==> src/rtl/core/slta_pkg.sv <==
// ----------------------------------------------------------------------------
// slta_pkg: shared types and codes for the slot allocator
// Request codes, result status codes, sequencer states and the result record.
// ----------------------------------------------------------------------------
`timescale 1ns / 1ps

package slta_pkg;

  localparam int REQ_W   = 3;
  localparam int IDX_W   = 6;
  localparam int EXT_W   = 7;

  localparam logic [REQ_W-1:0] REQ_ADD    = 3'd0;
  localparam logic [REQ_W-1:0] REQ_REMOVE = 3'd1;
  localparam logic [REQ_W-1:0] REQ_QUERY  = 3'd2;
  localparam logic [REQ_W-1:0] REQ_FIND   = 3'd3;
  localparam logic [REQ_W-1:0] REQ_CLEAR  = 3'd4;

  typedef enum logic [1:0] {
    STAT_OK   = 2'd0,
    STAT_FULL = 2'd1,
    STAT_BAD  = 2'd2,
    STAT_NONE = 2'd3
  } status_t;

  typedef enum logic [2:0] {
    ST_IDLE,
    ST_APPEND,
    ST_SCAN_FREE,
    ST_SCAN_USED,
    ST_LOOKUP,
    ST_FINISH
  } state_t;

  typedef struct packed {
    logic [IDX_W-1:0] slot_out;
    logic             hit;
    status_t          status;
    logic [EXT_W-1:0] live_extent;
  } res_t;

endpackage

==> src/rtl/core/slta_bitmap.sv <==
// ----------------------------------------------------------------------------
// slta_bitmap: used-bit memory
// One bit per slot, one write port and one read port with registered data.
// ----------------------------------------------------------------------------
`timescale 1ns / 1ps

module slta_bitmap #(
  parameter int DEPTH = 64,
  parameter int AW    = 6
) (
  input  logic          clk,
  input  logic          wr_en,
  input  logic [AW-1:0] wr_addr,
  input  logic          wr_bit,
  input  logic          rd_en,
  input  logic [AW-1:0] rd_addr,
  output logic          rd_bit
);

  logic mem [DEPTH];
  logic rd_bit_r;

  always_ff @(posedge clk) begin
    if (wr_en) begin
      mem[wr_addr] <= wr_bit;
    end
  end

  always_ff @(posedge clk) begin
    if (rd_en) begin
      rd_bit_r <= mem[rd_addr];
    end
  end

  assign rd_bit = rd_bit_r;

endmodule

==> src/rtl/core/slta_ctrl.sv <==
// ----------------------------------------------------------------------------
// slta_ctrl: request sequencer and slot scan unit
// Walks the used-bit memory one slot per cycle with a shared pointer and
// compare, and keeps the high-water and freed counts.
// ----------------------------------------------------------------------------
`timescale 1ns / 1ps

module slta_ctrl import slta_pkg::*; #(
  parameter int SLOTS = 64,
  parameter int AW    = 6,
  parameter int CW    = 7
) (
  input  logic             clk,
  input  logic             rst_n,
  input  logic             req_valid,
  input  logic [REQ_W-1:0] req_type,
  input  logic [IDX_W-1:0] req_index,
  output logic             req_ready,
  output logic             res_valid,
  input  logic             res_ready,
  output res_t             res,
  output logic             wr_en,
  output logic [AW-1:0]    wr_addr,
  output logic             wr_bit,
  output logic             rd_en,
  output logic [AW-1:0]    rd_addr,
  input  logic             rd_bit
);

  localparam int XW = (CW > IDX_W) ? CW : IDX_W;

  state_t           state_r, state_nxt;
  logic [CW-1:0]    hw_r, hw_nxt;
  logic [CW-1:0]    freed_r, freed_nxt;
  logic [AW-1:0]    ptr_r, ptr_nxt;
  logic             is_remove_r, is_remove_nxt;
  logic [IDX_W-1:0] res_slot_r, res_slot_nxt;
  logic             res_hit_r, res_hit_nxt;
  status_t          res_stat_r, res_stat_nxt;

  logic [CW-1:0]    ptr_inc;
  logic             scan_last;
  logic             idx_in_range;

  assign ptr_inc      = CW'(ptr_r) + CW'(1);
  assign scan_last    = (ptr_inc >= hw_r);
  assign idx_in_range = (XW'(req_index) < XW'(hw_r));

  always_ff @(posedge clk) begin
    if (!rst_n) begin
      state_r <= ST_IDLE;
      hw_r    <= '0;
      freed_r <= '0;
    end else begin
      state_r <= state_nxt;
      hw_r    <= hw_nxt;
      freed_r <= freed_nxt;
    end
  end

  always_ff @(posedge clk) begin
    ptr_r       <= ptr_nxt;
    is_remove_r <= is_remove_nxt;
    res_slot_r  <= res_slot_nxt;
    res_hit_r   <= res_hit_nxt;
    res_stat_r  <= res_stat_nxt;
  end

  always_comb begin
    state_nxt     = state_r;
    hw_nxt        = hw_r;
    freed_nxt     = freed_r;
    ptr_nxt       = ptr_r;
    is_remove_nxt = is_remove_r;
    res_slot_nxt  = res_slot_r;
    res_hit_nxt   = res_hit_r;
    res_stat_nxt  = res_stat_r;
    wr_en         = 1'b0;
    wr_addr       = ptr_r;
    wr_bit        = 1'b0;
    rd_en         = 1'b0;
    rd_addr       = ptr_r;

    unique case (state_r)
      ST_IDLE: begin
        if (req_valid) begin
          res_slot_nxt  = '0;
          res_hit_nxt   = 1'b0;
          res_stat_nxt  = STAT_OK;
          is_remove_nxt = (req_type == REQ_REMOVE);
          unique case (req_type) inside
            REQ_ADD: begin
              if (freed_r != '0 && hw_r != '0) begin
                ptr_nxt   = '0;
                rd_en     = 1'b1;
                rd_addr   = '0;
                state_nxt = ST_SCAN_FREE;
              end else begin
                freed_nxt = '0;
                state_nxt = ST_APPEND;
              end
            end
            REQ_REMOVE, REQ_QUERY: begin
              if (idx_in_range) begin
                ptr_nxt   = AW'(req_index);
                rd_en     = 1'b1;
                rd_addr   = AW'(req_index);
                state_nxt = ST_LOOKUP;
              end else begin
                res_stat_nxt = STAT_BAD;
                state_nxt    = ST_FINISH;
              end
            end
            REQ_FIND: begin
              if (idx_in_range) begin
                ptr_nxt   = AW'(req_index);
                rd_en     = 1'b1;
                rd_addr   = AW'(req_index);
                state_nxt = ST_SCAN_USED;
              end else begin
                res_stat_nxt = STAT_BAD;
                state_nxt    = ST_FINISH;
              end
            end
            REQ_CLEAR: begin
              hw_nxt      = '0;
              freed_nxt   = '0;
              res_hit_nxt = 1'b1;
              state_nxt   = ST_FINISH;
            end
            default: begin
              state_nxt = ST_FINISH;
            end
          endcase
        end
      end

      ST_SCAN_FREE: begin
        if (!rd_bit) begin
          wr_en        = 1'b1;
          wr_addr      = ptr_r;
          wr_bit       = 1'b1;
          freed_nxt    = freed_r - CW'(1);
          res_slot_nxt = IDX_W'(ptr_r);
          res_hit_nxt  = 1'b1;
          state_nxt    = ST_FINISH;
        end else if (scan_last) begin
          freed_nxt = '0;
          state_nxt = ST_APPEND;
        end else begin
          ptr_nxt = AW'(ptr_inc);
          rd_en   = 1'b1;
          rd_addr = AW'(ptr_inc);
        end
      end

      ST_APPEND: begin
        if (hw_r >= CW'(SLOTS)) begin
          res_stat_nxt = STAT_FULL;
        end else begin
          wr_en        = 1'b1;
          wr_addr      = AW'(hw_r);
          wr_bit       = 1'b1;
          hw_nxt       = hw_r + CW'(1);
          res_slot_nxt = IDX_W'(hw_r);
          res_hit_nxt  = 1'b1;
        end
        state_nxt = ST_FINISH;
      end

      ST_LOOKUP: begin
        if (rd_bit) begin
          res_hit_nxt = 1'b1;
          if (is_remove_r) begin
            wr_en     = 1'b1;
            wr_addr   = ptr_r;
            wr_bit    = 1'b0;
            freed_nxt = freed_r + CW'(1);
          end
        end else begin
          res_stat_nxt = STAT_BAD;
        end
        state_nxt = ST_FINISH;
      end

      ST_SCAN_USED: begin
        if (rd_bit) begin
          res_slot_nxt = IDX_W'(ptr_r);
          res_hit_nxt  = 1'b1;
          state_nxt    = ST_FINISH;
        end else if (scan_last) begin
          res_stat_nxt = STAT_NONE;
          state_nxt    = ST_FINISH;
        end else begin
          ptr_nxt = AW'(ptr_inc);
          rd_en   = 1'b1;
          rd_addr = AW'(ptr_inc);
        end
      end

      ST_FINISH: begin
        if (res_ready) begin
          state_nxt = ST_IDLE;
        end
      end

      default: begin
        state_nxt = ST_IDLE;
      end
    endcase
  end

  assign req_ready       = (state_r == ST_IDLE);
  assign res_valid       = (state_r == ST_FINISH);
  assign res.slot_out    = res_slot_r;
  assign res.hit         = res_hit_r;
  assign res.status      = res_stat_r;
  assign res.live_extent = EXT_W'(hw_r);

  a_freed_below_hw: assert property (@(posedge clk) disable iff (!rst_n)
    freed_r <= hw_r)
    else $error("freed count exceeds high-water mark");

  a_hw_bounded: assert property (@(posedge clk) disable iff (!rst_n)
    hw_r <= CW'(SLOTS))
    else $error("high-water mark beyond pool size");

  a_ptr_in_range: assert property (@(posedge clk) disable iff (!rst_n)
    (state_r == ST_SCAN_FREE || state_r == ST_SCAN_USED || state_r == ST_LOOKUP)
    |-> (CW'(ptr_r) < hw_r))
    else $error("scan pointer at or beyond high-water mark");

  a_write_busy_only: assert property (@(posedge clk) disable iff (!rst_n)
    wr_en |-> (state_r != ST_IDLE && state_r != ST_FINISH))
    else $error("bitmap write outside an active request");

  a_hit_is_ok: assert property (@(posedge clk) disable iff (!rst_n)
    (state_r == ST_FINISH && res_hit_r) |-> (res_stat_r == STAT_OK))
    else $error("hit reported with an error status");

endmodule

==> src/rtl/core/slot_allocator_first_free_unit.sv <==
// ----------------------------------------------------------------------------
// slot_allocator_first_free_unit: first-fit slot allocation map
// Clear, unknown and out-of-range requests go from decode straight to the
// finish state; query and remove test the slot's used bit in a lookup state,
// and add appends at the high-water mark (or reports a full pool). Add-reuse
// and find-next scan the bitmap one slot per cycle; a reuse scan that finds
// no free slot falls to append. Requests are taken one at a time, only while
// the sequencer is idle. Reset empties the pool by zeroing the high-water mark.
// ----------------------------------------------------------------------------
`timescale 1ns / 1ps

module slot_allocator_first_free_unit import slta_pkg::*; #(
  parameter int SLOTS = 64
) (
  input  logic             clk,
  input  logic             rst_n,
  input  logic             in_valid,
  output logic             in_stall,
  input  logic [REQ_W-1:0] in_req_type,
  input  logic [IDX_W-1:0] in_slot_index,
  output logic             out_valid,
  input  logic             out_stall,
  output logic [IDX_W-1:0] out_slot_out,
  output logic             out_hit,
  output logic [1:0]       out_status,
  output logic [EXT_W-1:0] out_live_extent
);

  // Pointer width covers slot addresses; count width also holds SLOTS itself.
  localparam int AW = (SLOTS > 1) ? $clog2(SLOTS) : 1;
  localparam int CW = $clog2(SLOTS + 1);

  logic          req_ready;
  logic          res_valid;
  logic          res_ready;
  res_t          res;
  res_t          out_res_r;
  logic          out_valid_r;

  logic          wr_en;
  logic [AW-1:0] wr_addr;
  logic          wr_bit;
  logic          rd_en;
  logic [AW-1:0] rd_addr;
  logic          rd_bit;

  // Used bits above the high-water mark are never read, so the bitmap needs
  // no reset: clear and reset only zero the high-water and freed counts, and an
  // append writes its bit before any read can reach it.
  slta_bitmap #(
    .DEPTH (SLOTS),
    .AW    (AW)
  ) u_bitmap (
    .clk     (clk),
    .wr_en   (wr_en),
    .wr_addr (wr_addr),
    .wr_bit  (wr_bit),
    .rd_en   (rd_en),
    .rd_addr (rd_addr),
    .rd_bit  (rd_bit)
  );

  // Sequencer: decode the transaction, walk the bitmap one slot per cycle,
  // and hold the result until the output register can take it.
  slta_ctrl #(
    .SLOTS (SLOTS),
    .AW    (AW),
    .CW    (CW)
  ) u_ctrl (
    .clk       (clk),
    .rst_n     (rst_n),
    .req_valid (in_valid),
    .req_type  (in_req_type),
    .req_index (in_slot_index),
    .req_ready (req_ready),
    .res_valid (res_valid),
    .res_ready (res_ready),
    .res       (res),
    .wr_en     (wr_en),
    .wr_addr   (wr_addr),
    .wr_bit    (wr_bit),
    .rd_en     (rd_en),
    .rd_addr   (rd_addr),
    .rd_bit    (rd_bit)
  );

  // Take a new request only while the sequencer is idle; a finished result
  // waiting in the output register does not block the next transaction.
  assign in_stall = !req_ready;

  // Load the output register when it is empty or being drained this cycle.
  assign res_ready = !out_valid_r || !out_stall;

  always_ff @(posedge clk) begin
    if (!rst_n) begin
      out_valid_r <= 1'b0;
    end else if (res_valid && res_ready) begin
      out_valid_r <= 1'b1;
    end else if (!out_stall) begin
      out_valid_r <= 1'b0;
    end
  end

  // Hold the payload while stalled; advance it only on a load.
  always_ff @(posedge clk) begin
    if (res_valid && res_ready) begin
      out_res_r <= res;
    end
  end

  assign out_valid       = out_valid_r;
  assign out_slot_out    = out_res_r.slot_out;
  assign out_hit         = out_res_r.hit;
  assign out_status      = out_res_r.status;
  assign out_live_extent = out_res_r.live_extent;

endmodule
==> config.mk <==
export PLATFORM = sky130hd
export DESIGN_NAME = slot_allocator_first_free_unit
export DESIGN_NICKNAME = d
export VERILOG_FILES = /design/src/rtl/core/slta_pkg.sv /design/src/rtl/core/slta_bitmap.sv /design/src/rtl/core/slta_ctrl.sv /design/src/rtl/core/slot_allocator_first_free_unit.sv
export SDC_FILE = /design/constraint.sdc
export NUM_CORES = 1
export LEC_CHECK = 0
export ABC_AREA = 1
export BUFFER_PORTS_ARGS = -buffer_cell sky130_fd_sc_hd__buf_2
export CAP_MARGIN = 20
export CORE_MARGIN = 2
export CORE_UTILIZATION = 60
export CTS_CLUSTER_DIAMETER = 120
export CTS_CLUSTER_SIZE = 25
export DETAILED_ROUTE_END_ITERATION = 12
export GPL_TIMING_DRIVEN = 0
export PLACE_DENSITY = 0.82
export SETUP_SLACK_MARGIN = 0.4
export SYNTH_ARGS = -nofsm -noshare
export SYNTH_HDL_FRONTEND = slang
export SYNTH_SLANG_ARGS = --single-unit
==> constraint.sdc <==
create_clock -name clk -period 4.22 [get_ports clk]
set_input_delay 0.211 -clock clk [delete_from_list [all_inputs] [get_ports clk]]
set_output_delay 0.211 -clock clk [all_outputs]
set_load 0.02 [all_outputs]
== Word level (Yosys, flattened, before mapping) ==
Memories as Yosys holds them, arrays and structs flattened. A register that Yosys moved wholly into a read port is not among the register bits.
Index checks and enable logic that the tools add are counted.
Word-level totals
  latch bits: 0
  bits in writable memories: 64
  bits in read-only memories: 0
  word-level logic and storage cells: 144
  bits in registers: 50
  output and inout bits: 18
  memories kept: 1
Cells by class
  shift-type cells: 0
  mux-type cells: 70
  reductions and logical operators: 26
  $add $sub $neg: 4
  multipliers: 0
  order comparisons: 3
  bitwise logic cells: 0
  div/mod/pow operators: 0
  equal/unequal tests: 27
Memories
  u_bitmap.mem: depth 64, bits a word 1, rd ports 1, clocked after Yosys merged registers in 1, wr ports 1, RTL line slta_bitmap.sv:20  | logic mem [DEPTH];
Operators with widths (count)
  2-to-1 mux 6 bit: 12
  2-to-1 mux 7 bit: 9
  one-hot mux 7 bit (2 select lines): 2
  one-hot mux 6 bit (4 select lines): 1
  2-to-1 mux 3 bit: 7
  one-hot mux 7 bit (3 select lines): 1
  2-to-1 mux 1 bit: 20
  one-hot mux 6 bit (3 select lines): 1
  2-to-1 mux 2 bit: 8
  one-hot mux 3 bit (5 select lines): 1
  adder 7 x 1 -> 7 bit, second input constant: 2
  inequality test 2 x 1 -> 1 bit, second input constant: 7
  inequality test 2 bit, second input constant: 7
  nonzero test 7 bit: 2
  == test 3 x 2 -> 1 bit, second input constant: 4
  one-hot mux 6 bit (2 select lines): 1
  nonzero test 4 bit: 3
  AND reduction 5 bit: 2
  == test 3 bit, second input constant: 3
  one-hot mux 3 bit (3 select lines): 1
  one-hot mux 2 bit (4 select lines): 1
  AND reduction 4 bit: 2
  adder 6 x 1 -> 7 bit, second input constant: 1
  greater-or-equal comparator 7 bit: 1
  21 further kinds: 31

== Depth between registers and ports, before layout ==
Gate-level depths: netlist of run 1.
  depth after elaboration: 6
  depth in mapped cells: 23

== Cells and area by module ==
Synthesis of run 1 repeated with hierarchy kept, for this count alone.
Unflattened totals
  cell total of the unflattened synthesis: 746
  area total of the unflattened synthesis: 6236.0 um^2
By module, submodules not included
  slta_bitmap: cells each 324, instances 1, area each 3075.4 um^2
  slta_ctrl: cells each 399, instances 1, area each 2628.8 um^2
  slot_allocator_first_free_unit: cells each 23, instances 1, area each 531.8 um^2

== Worst setup path before layout of run 1 ==
Ideal clock, no wire load.
  path type: register to register
  from: register u_ctrl.ptr_r[0]
  to: register u_bitmap.rd_bit_r, in the netlist u_bitmap.rd_bit, read port of u_bitmap.mem, data pin
  clock period less this slack: 2.995 ns
  cell stages (with the launch flop): 22
  data required time: 3.967 ns
  arrival time: 2.741 ns
  slack: 1.225 ns
  path through: dfxtp_1 > ha_1 > nand3_1 > xor2_1 > inv_1 > ha_1 > nand2_1 > nand2_1 > a21oi_1 > nand3_1 > nor2_2 > nand2_1 > and2_4 > nand2_8 > inv_4 > buf_6 > nand3_1 > nand3_1 > nand3_1 > nand3_1 > nand3_1 > nand2_1
On the way
  cells in the longest elaborated chain, start to end: 5
Ends and longest elaborated chain
  start, declared: RTL line slta_ctrl.sv:35  | logic [AW-1:0] ptr_r, ptr_nxt;
  start signal, assigned: RTL line slta_ctrl.sv:62  | ptr_r <= ptr_nxt;
  adder 6 x 1 -> 7 bit: RTL line slta_ctrl.sv:45  | assign ptr_inc = CW'(ptr_r) + CW'(1);
  greater-or-equal comparator 7 bit: RTL line slta_ctrl.sv:46  | assign scan_last = (ptr_inc >= hw_r);
  2-to-1 mux 6 bit or 2-to-1 mux 1 bit (tied branches): RTL line slta_ctrl.sv:147, slta_ctrl.sv:191
  2-to-1 mux 6 bit (tied with other cells)
  one-hot mux 6 bit (3 select lines) or one-hot mux 1 bit (3 select lines) (tied branches)
  end, declared: RTL line slta_bitmap.sv:21  | logic rd_bit_r;
Parallel ways exist; a longest one is shown, timed or not.
A chain may end at the register's enable or synchronous reset.

== Worst setup path after layout of run 1 ==
  from: register u_ctrl.ptr_r[2]
  to: register u_bitmap.rd_bit_r, in the netlist u_bitmap.rd_bit, read port of u_bitmap.mem, data pin
The elaborated chain is that of the path after synthesis.

==> results.yml, run 1 <==
run_status:
  status: "completed"
timing:
  hold_violations: 0
  worst_slack_ps: 725
  finClkSkew_ps: 9.48
  rsz0062_at_grt: "no"
  post-route-period-util_pct: 82.8
  setup_viol: 0
  holdWs_ps: 65.9
  slew_headroom_pct: 28.4
  fin_crit_ps: 3490
  fin_tns_setup_ps: 0
  tightest_slew_ps: 1070
  max_freq_mhz: 286
  final-max-slew-violation-count: 0
logic_synthesis:
  synth_nets: 769
  yosysSeqAreaShare_pct: 51.8
  async_flop_share_pct: 0
  synth_edf_count: 91
  synth.distinct_cells: 45
  synth_warnings: 0
  synth_area_per_cell_um2: 8.41
  synthCells: 738
  synth_ff_type: "edfxtp_1"
  synth-seq-cells: 115
  netlist_area_um2: 6210
route:
  drt-initial-drc-count: 568
  first_pass_iters: 6
  wl_um: 15700
  vias_per_cell: 5.70
  vias: 5368
  wl_per_cell_um: 16.7
  drcViolationCount: 0
  ant_nets: 0
pwr:
  powerDensity_nw_per_um2: 633
  power_mw: 4.53
  p_comb_share_pct: 34.6
  p_leak_nw: 3.10
  power.switching_mw: 1.76
  swShare_pct: 38.8
  vdd_drop_max_v: 0.000344
  seqPwrFrac_pct: 34.7
  power.internal_mw: 2.77
  clkPwrFrac_pct: 30.7
die:
  coreArea_um2: 10200
  die_y_um: 106
  die_w_um: 106
  rows: 37
  start_util_pct: 60.9
  num_io_pins: 31
  dieArea_um2: 11200
cts:
  root_buffer: "clkbuf_8"
  h-tree-depth: 4
  numCtsBuffers: 17
  cts_tree: "done"
  clkLatencyLatePin_ps: 550
  clockBufferDepth: 2
  clock-sinks: 115
  cts_setup_buffers: 0
  clkTransAtPathRegs_ps: 60
cells_and_area:
  antenna_cells: 0
  final_util_pct: 70.3
  areaGrowthSynthToFinish_pct: 15.4
  fin_nets: 824
  multiInputGateArea_um2: 2450
  fillCellCount: 748
  seqCellArea_um2: 3210
  final_layout_size_suffix_gt1_share_pct: 14.3
place:
  place_hpwl_um: 10800
  portBuffers: 30
  post-place-ws_ps: 635
  routabilityCongestion: 0.934
global_route:
  grt_overflow: 0
  grt_pass1_vias: 5282
  antenna_found_initial: 0
  track_usage_pct: 29.5
  grt_max_degree: 66
  grt_first_pass_wirelength_um: 25300
worst_hold_path:
  min_path_type: "in -> reg"
worst_setup_path:
  startpoint_type: "register"
  cp.required_ps: 4520
  path_class: "reg -> reg"
  worstPathArrival_ps: 3800
  cp-end-kind: "register"
  crit_fanout: 10
job:
  drv_cap: 0
## power groups by stage
stage	combinational [mW]	clock, mW	sequential, mW
final	1.57	1.39	1.57
after global routing	1.74	1.44	1.58
after CTS	1.52	1.40	1.57
after detailed placement	1.51	0	1.59
after global placement	1.45	0	1.59
after floorplan	1.08	0	1.59
## cell type report
cell class              instances  area share (%)
flip-flops and latches        115            44.9
multi-input cells             488            34.2
inverters                     124            6.54
clock buffers                  17            5.78
repair buffers                 36            2.83
well taps                     136            2.38
clock inverters                15            2.20
plain buffers                  11            1.14
## cells in the mapped netlist, types with 2 or more instances
cell / count / area (µm²)
o22ai_1: 4 / 25.0
inv_1: 107 / 402
nand3_2: 2 / 20.0
nand4_1: 8 / 50.1
ha_1: 18 / 225
a22oi_1: 3 / 22.5
edfxtp_1: 91 / 2730
nor4_1: 2 / 12.5
o21ai_0: 15 / 75.1
a21oi_2: 2 / 17.5
inv_2: 15 / 56.3
buf_2: 5 / 25.0
nand2_1: 157 / 589
xor2_1: 9 / 78.8
dfxtp_1: 24 / 480
a31o_2: 2 / 17.5
nor3_1: 12 / 60.1
a2111oi_0: 2 / 17.5
nor2_4: 4 / 45.0
nand2_2: 2 / 12.5
o21ai_1: 2 / 10.0
nor2_1: 111 / 417
nor3b_1: 2 / 15.0
a211oi_1: 4 / 30.0
a21oi_1: 26 / 130
buf_6: 4 / 45.0
nor2_2: 6 / 37.5
nand3_1: 81 / 405
a311oi_1: 2 / 17.5
## registers in the layout (all words and copies together) (netlist names), 3 cells and up
name               count
u_ctrl.state_r         3
u_ctrl.freed_r         7
u_ctrl.hw_r            7
out_live_extent        7
u_ctrl.res_slot_r      6
u_ctrl.ptr_r           6
out_slot_out           6
u_bitmap.mem          64
## kinds of logic after synthesis
kind of cell    count (synthesis)  share of synthesized area [%]
compound gates                 70                           6.93
xor+xnor                        9                           1.27
fa+ha+maj                      18                           3.63
buf+inv                       135                           8.85
flops                         115                           51.8
simple gates                  391                           27.6
## what timing repair did
action                                 CTS  global route
endpoints found under the hold margin    4             0
resized for setup                        0             2
setup endpoints to repair                0             1
hold buffers                             4             0
## cell usage in the layout, fill, tap and decap left out, types with 6 or more instances in the layout
| cell type | count |
|---|---|
| inv_2 | 15 |
| clkbuf_16 | 16 |
| o21ai_0 | 15 |
| buf_2 | 36 |
| nor2_2 | 6 |
| ha_1 | 18 |
| nand3_1 | 80 |
| inv_1 | 107 |
| nand4_1 | 8 |
| a21oi_1 | 26 |
| nor2_1 | 111 |
| dfxtp_1 | 23 |
| nor3_1 | 12 |
| nand2_1 | 156 |
| edfxtp_1 | 91 |
| xor2_1 | 9 |
## layer usage
| layer | up-vias | global-route usage, % | wire, µm |
|---|---|---|---|
| li1 | 2546 | - | - |
| met1 | 2447 | 34.6 | 5950 |
| met2 | 300 | 50.4 | 7750 |
| met3 | 75 | 6.99 | 1350 |
| met4 | 0 | 15.2 | 639 |
| met5 | - | 0 | 0 |
## worst max-delay path: stages (launching register included)
cell	delay, ps
dfxtp_1	430
nand3_1	160
nor3_1	200
xor2_1	220
ha_1	260
nand2_1	90
inv_1	60
a21oi_1	240
nand3_2	160
nor2_2	270
nand2_1	90
and2_4	190
nand2_8	120
inv_4	80
buf_6	150
nand3_1	90
nand3_1	90
nand3_1	140
nand3_1	90
nand3_1	90
nand2_1	50
## worst paths after layout
path	startpoint	slack [ps]	end	cells past startpoint
setup / recovery	u_ctrl.ptr_r[2]$_DFF_P_	730	u_bitmap.rd_bit$_DFFE_PP_	20
setup reg to reg	u_ctrl.ptr_r[2]$_DFF_P_	730	u_bitmap.rd_bit$_DFFE_PP_	20
hold / removal	in_req_type[2]	70	u_ctrl.res_hit_r$_SDFFCE_PP1P_	3
hold reg to reg	u_ctrl.res_slot_r[3]$_DFFE_PP_	420	out_slot_out[3]$_DFFE_PP_	0
## per-stage QoR
stage / std cells / cell area, µm²
3_3_place_gp: 904 / 6530
3_5_place_dp: 906 / 6540
6_report: 942 / 7160
5_1_grt: 942 / 7160
4_1_cts: 942 / 7150
2_1_floorplan: 738 / 6210
No activity file was read; power rests on OpenSTA's default activity.
==> run 2, diff against run 1 <==
--- a/config.mk
+++ b/config.mk
@@ -9,12 +9,12 @@
 export BUFFER_PORTS_ARGS = -buffer_cell sky130_fd_sc_hd__buf_2
 export CAP_MARGIN = 20
 export CORE_MARGIN = 2
-export CORE_UTILIZATION = 60
+export CORE_UTILIZATION = 56
 export CTS_CLUSTER_DIAMETER = 120
 export CTS_CLUSTER_SIZE = 25
 export DETAILED_ROUTE_END_ITERATION = 12
 export GPL_TIMING_DRIVEN = 0
-export PLACE_DENSITY = 0.82
+export PLACE_DENSITY = 0.81
 export SETUP_SLACK_MARGIN = 0.4
 export SYNTH_ARGS = -nofsm -noshare
 export SYNTH_HDL_FRONTEND = slang
==> constraint.sdc (replaced) <==
create_clock -name clk -period 3.2 [get_ports clk]
set_input_delay 0.16 -clock clk [delete_from_list [all_inputs] [get_ports clk]]
set_output_delay 0.16 -clock clk [all_outputs]
set_load 0.02 [all_outputs]
==> results.yml, run 2 (same netlist as run 1, synthesis figures left out) <==
worst_setup_path:
  slowest_delay_ps: 400
  cp_common_cell: "nand2_1"
  startpoint_type: "register"
  cp.required_ps: 3490
  crit_fanout: 7
  worstPathArrival_ps: 3630
  path_class: "reg -> reg"
  cp-end-kind: "register"
  crit_path_top_delay_cell: "dfxtp_4"
  worstPathCellList: "ha_4 -> nand3_2 -> xor2_1 -> inv_1 -> ha_4 -> nand2_1 -> nor2_1 -> nand2_1 -> nand3_4 -> nand2_4 -> nand2_4 -> nand2_2 -> nand2_4 -> nor2_4 -> buf_12 -> buf_4 -> nand2_1 -> nand2_1 -> nand2_1 -> nand3_1 -> nand3_1 -> nand3_2 -> nand3_2 -> nand2_2"
  cp_top_family: "simple AND/OR/NAND/NOR gates"
  path_buf_inv: 3
place:
  routabilityCongestion: 0.959
  place_hpwl_um: 10700
  portBuffers: 30
  post-place-ws_ps: -174
pwr:
  power_mw: 7.13
  powerDensity_nw_per_um2: 877
  vdd_drop_max_v: 0.000530
  p_leak_nw: 3.48
worst_hold_path:
  min_path_type: "in -> reg"
route:
  drcViolationCount: 0
  ant_nets: 0
  vias_per_cell: 6.24
  wl_per_cell_um: 20.7
  wl_um: 20400
  vias: 6151
  first_pass_iters: 8
  drt-initial-drc-count: 951
global_route:
  track_usage_pct: 31.0
  grt_max_degree: 34
  grt_overflow: 0
  grt_first_pass_wirelength_um: 27500
  grt_pass1_vias: 5595
  antenna_found_initial: 0
timing:
  setup_viol: 1
  slew_headroom_pct: 46.6
  final-max-slew-violation-count: 0
  hold_violations: 0
  fin_crit_ps: 3340
  rsz0062_at_grt: "yes"
  finClkSkew_ps: 8.97
  max_freq_mhz: 299
  tightest_slew_ps: 794
  post-route-period-util_pct: 105
  worst_slack_ps: -144
cts:
  clkLatencyLatePin_ps: 530
  clockBufferDepth: 2
  root_buffer: "clkbuf_8"
  numCtsBuffers: 17
  clock-sinks: 115
  h-tree-depth: 4
  clkTransAtPathRegs_ps: 60
  cts_tree: "done"
cells_and_area:
  areaGrowthSynthToFinish_pct: 31.0
  final_layout_size_suffix_gt1_share_pct: 29.1
  antenna_cells: 0
  final_common_cell: "nand2_1"
  fillCellCount: 626
  largest_register_ffs: 64
  fin_nets: 864
  layout_common_cells: "133 x nand2_1, 105 x nor2_1, 104 x inv_1"
  top_register: "u_bitmap.mem"
die:
  dieArea_um2: 11900
  num_io_pins: 31
  die_y_um: 109
  rows: 38
  die_w_um: 109
  coreArea_um2: 10800
  start_util_pct: 57.3
run_status:
  status: "finished with violations"
  violations: "negative setup slack"
job:
  drv_cap: 0
-- run 2: cell types whose count changed in the layout (fill, tap and decap cells not counted), moves of 5 or more --
cell,before,now
nand3_1,80,39
buf_4,2,35
nand3_2,3,36
nand2_1,156,133
nand2_2,3,19
nand2_4,1,9
nand3_4,0,8
a21oi_1,26,20
nor2_1,111,105
a21oi_4,0,5
-- run 2: final timing paths --
path | from | to | slack [ps] | cells past startpoint
setup / recovery | u_ctrl.ptr_r[0]$_DFF_P_ | u_bitmap.rd_bit$_DFFE_PP_ | -140 | 24
hold / removal | in_req_type[2] | u_ctrl.res_hit_r$_SDFFCE_PP1P_ | 40 | 3
hold reg to reg | u_ctrl.res_slot_r[3]$_DFFE_PP_ | out_slot_out[3]$_DFFE_PP_ | 420 | 0
setup reg to reg | u_ctrl.ptr_r[0]$_DFF_P_ | u_bitmap.rd_bit$_DFFE_PP_ | -140 | 24
-- run 2: through the flow --
stage          area [µm²]  utilization, %  hold slack, ps  TNS, ps  cells
6_report             8130            75.0            42.9     -144    986
5_1_grt              8130            75.0            75.1     -183    986
4_1_cts              7720            71.2            27.8        0    969
3_5_place_dp         6560            60.5             407    -5100    910
3_3_place_gp         6550            60.4             402     -661    908
2_1_floorplan        6220               -             298        0    738
-- run 2: cell type report --
| cell class | count | area (µm²) | share of cell area, % |
|---|---|---|---|
| multi-input combinational | 491 | 3020 | 37.1 |
| sequential | 115 | 3230 | 39.7 |
| buffer | 11 | 103 | 1.26 |
| inverter | 124 | 480 | 5.91 |
| timing repair buffer | 73 | 532 | 6.54 |
| tap | 140 | 175 | 2.15 |
| clock buffer | 17 | 414 | 5.09 |
| clock inverter | 15 | 180 | 2.22 |
-- run 2: what timing repair did --
item,4_1_cts,5_1_grt
cloned,4,2
resized for setup,77,70
setup buffers,19,15
endpoints found under the setup margin,69,72
pin swaps,24,32
hold buffers,4,0
endpoints found under the hold margin,4,0
-- run 2: worst min-delay path: stages --
cell and delay [ps]:
buf_2 120, nand2_1 90, nand2_1 90
-- run 2: per-layer routing --
layer  wire [µm]  track usage [%]  up-vias  share of wire, %
li1            -                -     2630                 -
met1        6830             35.9     2782                33
met2        9520             50.3      561                47
met3        2380             8.37      178                12
met4        1690             20.3        0               8.3
met5           0                0        -                 0
-- run 2: report_power, final --
part	switching, mW	leakage, nW	internal (mW)
Clock	0.727	0.287	1.19
Combinational	2.07	2.14	1.05
Sequential	0.142	1.05	1.94
==> run 3, diff against run 2 <==
--- a/config.mk
+++ b/config.mk
@@ -14,7 +14,9 @@
 export CTS_CLUSTER_SIZE = 25
 export DETAILED_ROUTE_END_ITERATION = 12
 export GPL_TIMING_DRIVEN = 0
+export HOLD_SLACK_MARGIN = 0.12
 export PLACE_DENSITY = 0.81
+export RECOVER_POWER = 50
 export SETUP_SLACK_MARGIN = 0.4
 export SYNTH_ARGS = -nofsm -noshare
 export SYNTH_HDL_FRONTEND = slang
==> results.yml, run 3 (same netlist as run 1, synthesis figures left out) <==
cells_and_area:
  fillCellCount: 650
  antenna_cells: 0
  largest_register_ffs: 64
  final_layout_size_suffix_gt1_share_pct: 25.5
  final_common_cell: "nand2_1"
  top_register: "u_bitmap.mem"
  areaGrowthSynthToFinish_pct: 30.5
  fin_nets: 868
  layout_common_cells: "135 x nand2_1, 108 x inv_1, 108 x nor2_1"
  final_area_um2: 8100
pwr:
  clkPwrFrac_pct: 27.1
  vdd_drop_max_v: 0.000524
  powerDensity_nw_per_um2: 874
  seqPwrFrac_pct: 29.5
  power.internal_mw: 4.17
  swShare_pct: 41.1
  p_leak_nw: 3.44
  power.switching_mw: 2.91
  p_comb_share_pct: 43.4
die:
  rows: 38
  coreArea_um2: 10800
  dieArea_um2: 11900
  num_io_pins: 31
  die_y_um: 109
  die_w_um: 109
  start_util_pct: 57.3
route:
  vias: 6196
  vias_per_cell: 6.26
  wl_um: 20400
  wl_per_cell_um: 20.7
  drcViolationCount: 0
  first_pass_iters: 7
  drt-initial-drc-count: 956
  ant_nets: 0
cts:
  numCtsBuffers: 17
  clock-sinks: 115
  clkTransAtPathRegs_ps: 60
  clkLatencyLatePin_ps: 530
  root_buffer: "clkbuf_8"
  clockBufferDepth: 2
  cts_tree: "done"
  h-tree-depth: 4
timing:
  fin_tns_setup_ps: -155
  hold_violations: 0
  rsz0062_at_grt: "yes"
  worst_slack_ps: -148
  finClkSkew_ps: 10.4
  tightest_slew_ps: 903
  final-max-slew-violation-count: 0
  fin_crit_ps: 3350
  slew_headroom_pct: 39.3
  post-route-period-util_pct: 105
  max_freq_mhz: 299
  setup_viol: 2
place:
  place_area_um2: 6560
  portBuffers: 30
  routabilityCongestion: 0.959
  place_hpwl_um: 10700
run_status:
  violations: "negative setup slack"
  status: "finished with violations"
worst_setup_path:
  crit_end: "u_bitmap.rd_bit$_DFFE_PP_"
  cp.required_ps: 3490
  reg2reg_from: "u_ctrl.hw_r[2]$_SDFFE_PN0P_"
  ff2ff_path_depth: 18
  crit_fanout: 7
  ff2ff_setup_slack_ps: -150
  worst_r2r_endpoint: "u_bitmap.rd_bit$_DFFE_PP_"
  startpoint_type: "register"
  startpoint: "u_ctrl.hw_r[2]$_SDFFE_PN0P_"
  path_class: "reg -> reg"
  worstPathArrival_ps: 3640
  cp-end-kind: "register"
global_route:
  grt_max_degree: 34
  grt_overflow: 0
  grt_pass1_vias: 5636
  grt_first_pass_wirelength_um: 27600
  antenna_found_initial: 0
  track_usage_pct: 31.1
worst_hold_path:
  min_path_type: "in -> reg"
  hp-start: "in_req_type[0]"
job:
  drv_cap: 0
## run 3: changes by cell type in the layout (fill, tap and decap cells not counted), sizes merged
| cell | before | now |
|---|---|---|
| buf | 79 | 59 |
| dlygate4sd3 | 4 | 9 |
| nor2 | 122 | 121 |
| clkbuf | 18 | 38 |
## run 3: worst min path at each step
stage / endpoint / depth (start not counted)
final: u_ctrl.res_hit_r$_SDFFCE_PP1P_ / 4
after global routing: u_ctrl.res_hit_r$_SDFFCE_PP1P_ / 4
after CTS: u_ctrl.res_hit_r$_SDFFCE_PP1P_ / 4
after detailed placement: out_slot_out[5]$_DFFE_PP_ / 0
after global placement: out_slot_out[2]$_DFFE_PP_ / 0
after floorplan: u_ctrl.freed_r[0]$_SDFFE_PN0P_ / 2
## run 3: area by class of cell
| class | count | area (µm²) | share of cell area, % |
|---|---|---|---|
| Clock inverter | 15 | 180 | 2.22 |
| Timing Repair Buffer | 78 | 558 | 6.89 |
| Inverter | 124 | 480 | 5.93 |
| Clock buffer | 17 | 414 | 5.11 |
| Tap cell | 140 | 175 | 2.16 |
| Multi-Input combinational cell | 490 | 2960 | 36.5 |
| Buffer | 11 | 103 | 1.27 |
| Sequential cell | 115 | 3230 | 39.9 |
## run 3: layer usage
layer  track usage, %  share of wire (%)  routed length [µm]  vias to the layer above
met1             35.9                 33                6710                     2787
met4             21.2                8.3                1690                        0
li1                 -                  -                   -                     2634
met2             50.3                 47                9520                      583
met3             8.37                 12                2530                      192
met5                0                  0                   0                        -
## run 3: timing repair
action / CTS / global route
gates resized for setup: 77 / 65
hold buffers: 9 / 0
pin swaps: 24 / 32
endpoints found under the setup margin: 69 / 72
hold endpoints to repair: 12 / 0
gates cloned: 4 / 1
buffers inserted: 19 / 15
## run 3: stage by stage
step | setup WS (ps) | instances | power [mW] | hold slack, ps | util (%)
global placement | -121 | 908 | 4.04 | 402 | 60.4
global route | -285 | 990 | 7.31 | 189 | 74.7
detailed placement | -174 | 910 | 4.10 | 407 | 60.5
CTS | 167 | 974 | 6.46 | 136 | 71.7
floorplan | 325 | 738 | 3.54 | 298 | -
finish | -148 | 990 | 7.08 | 149 | 74.7
## run 3: worst max-delay path: stages, from the launching register on
cell and delay (ps):
dfxtp_1 390, inv_1 170, ha_1 390, a21oi_1 330
nand2_1 120, nand2_1 130, nand3_2 170, clkinv_1 100
nand3_1 70, nand2_1 170, nor2_4 50, buf_12 140
buf_8 130, o211ai_1 250, nand3_1 140, nand3_2 100
nand3_2 90, nand3_2 90, nand2_2 50
## run 3: power by group through the flow
stage	combinational (mW)	clock, mW	sequential, mW
5_1_grt	3.23	1.98	2.10
3_5_place_dp	2.00	0	2.10
4_1_cts	2.49	1.91	2.07
2_1_floorplan	1.46	0	2.09
3_3_place_gp	1.95	0	2.09
6_report	3.07	1.92	2.09
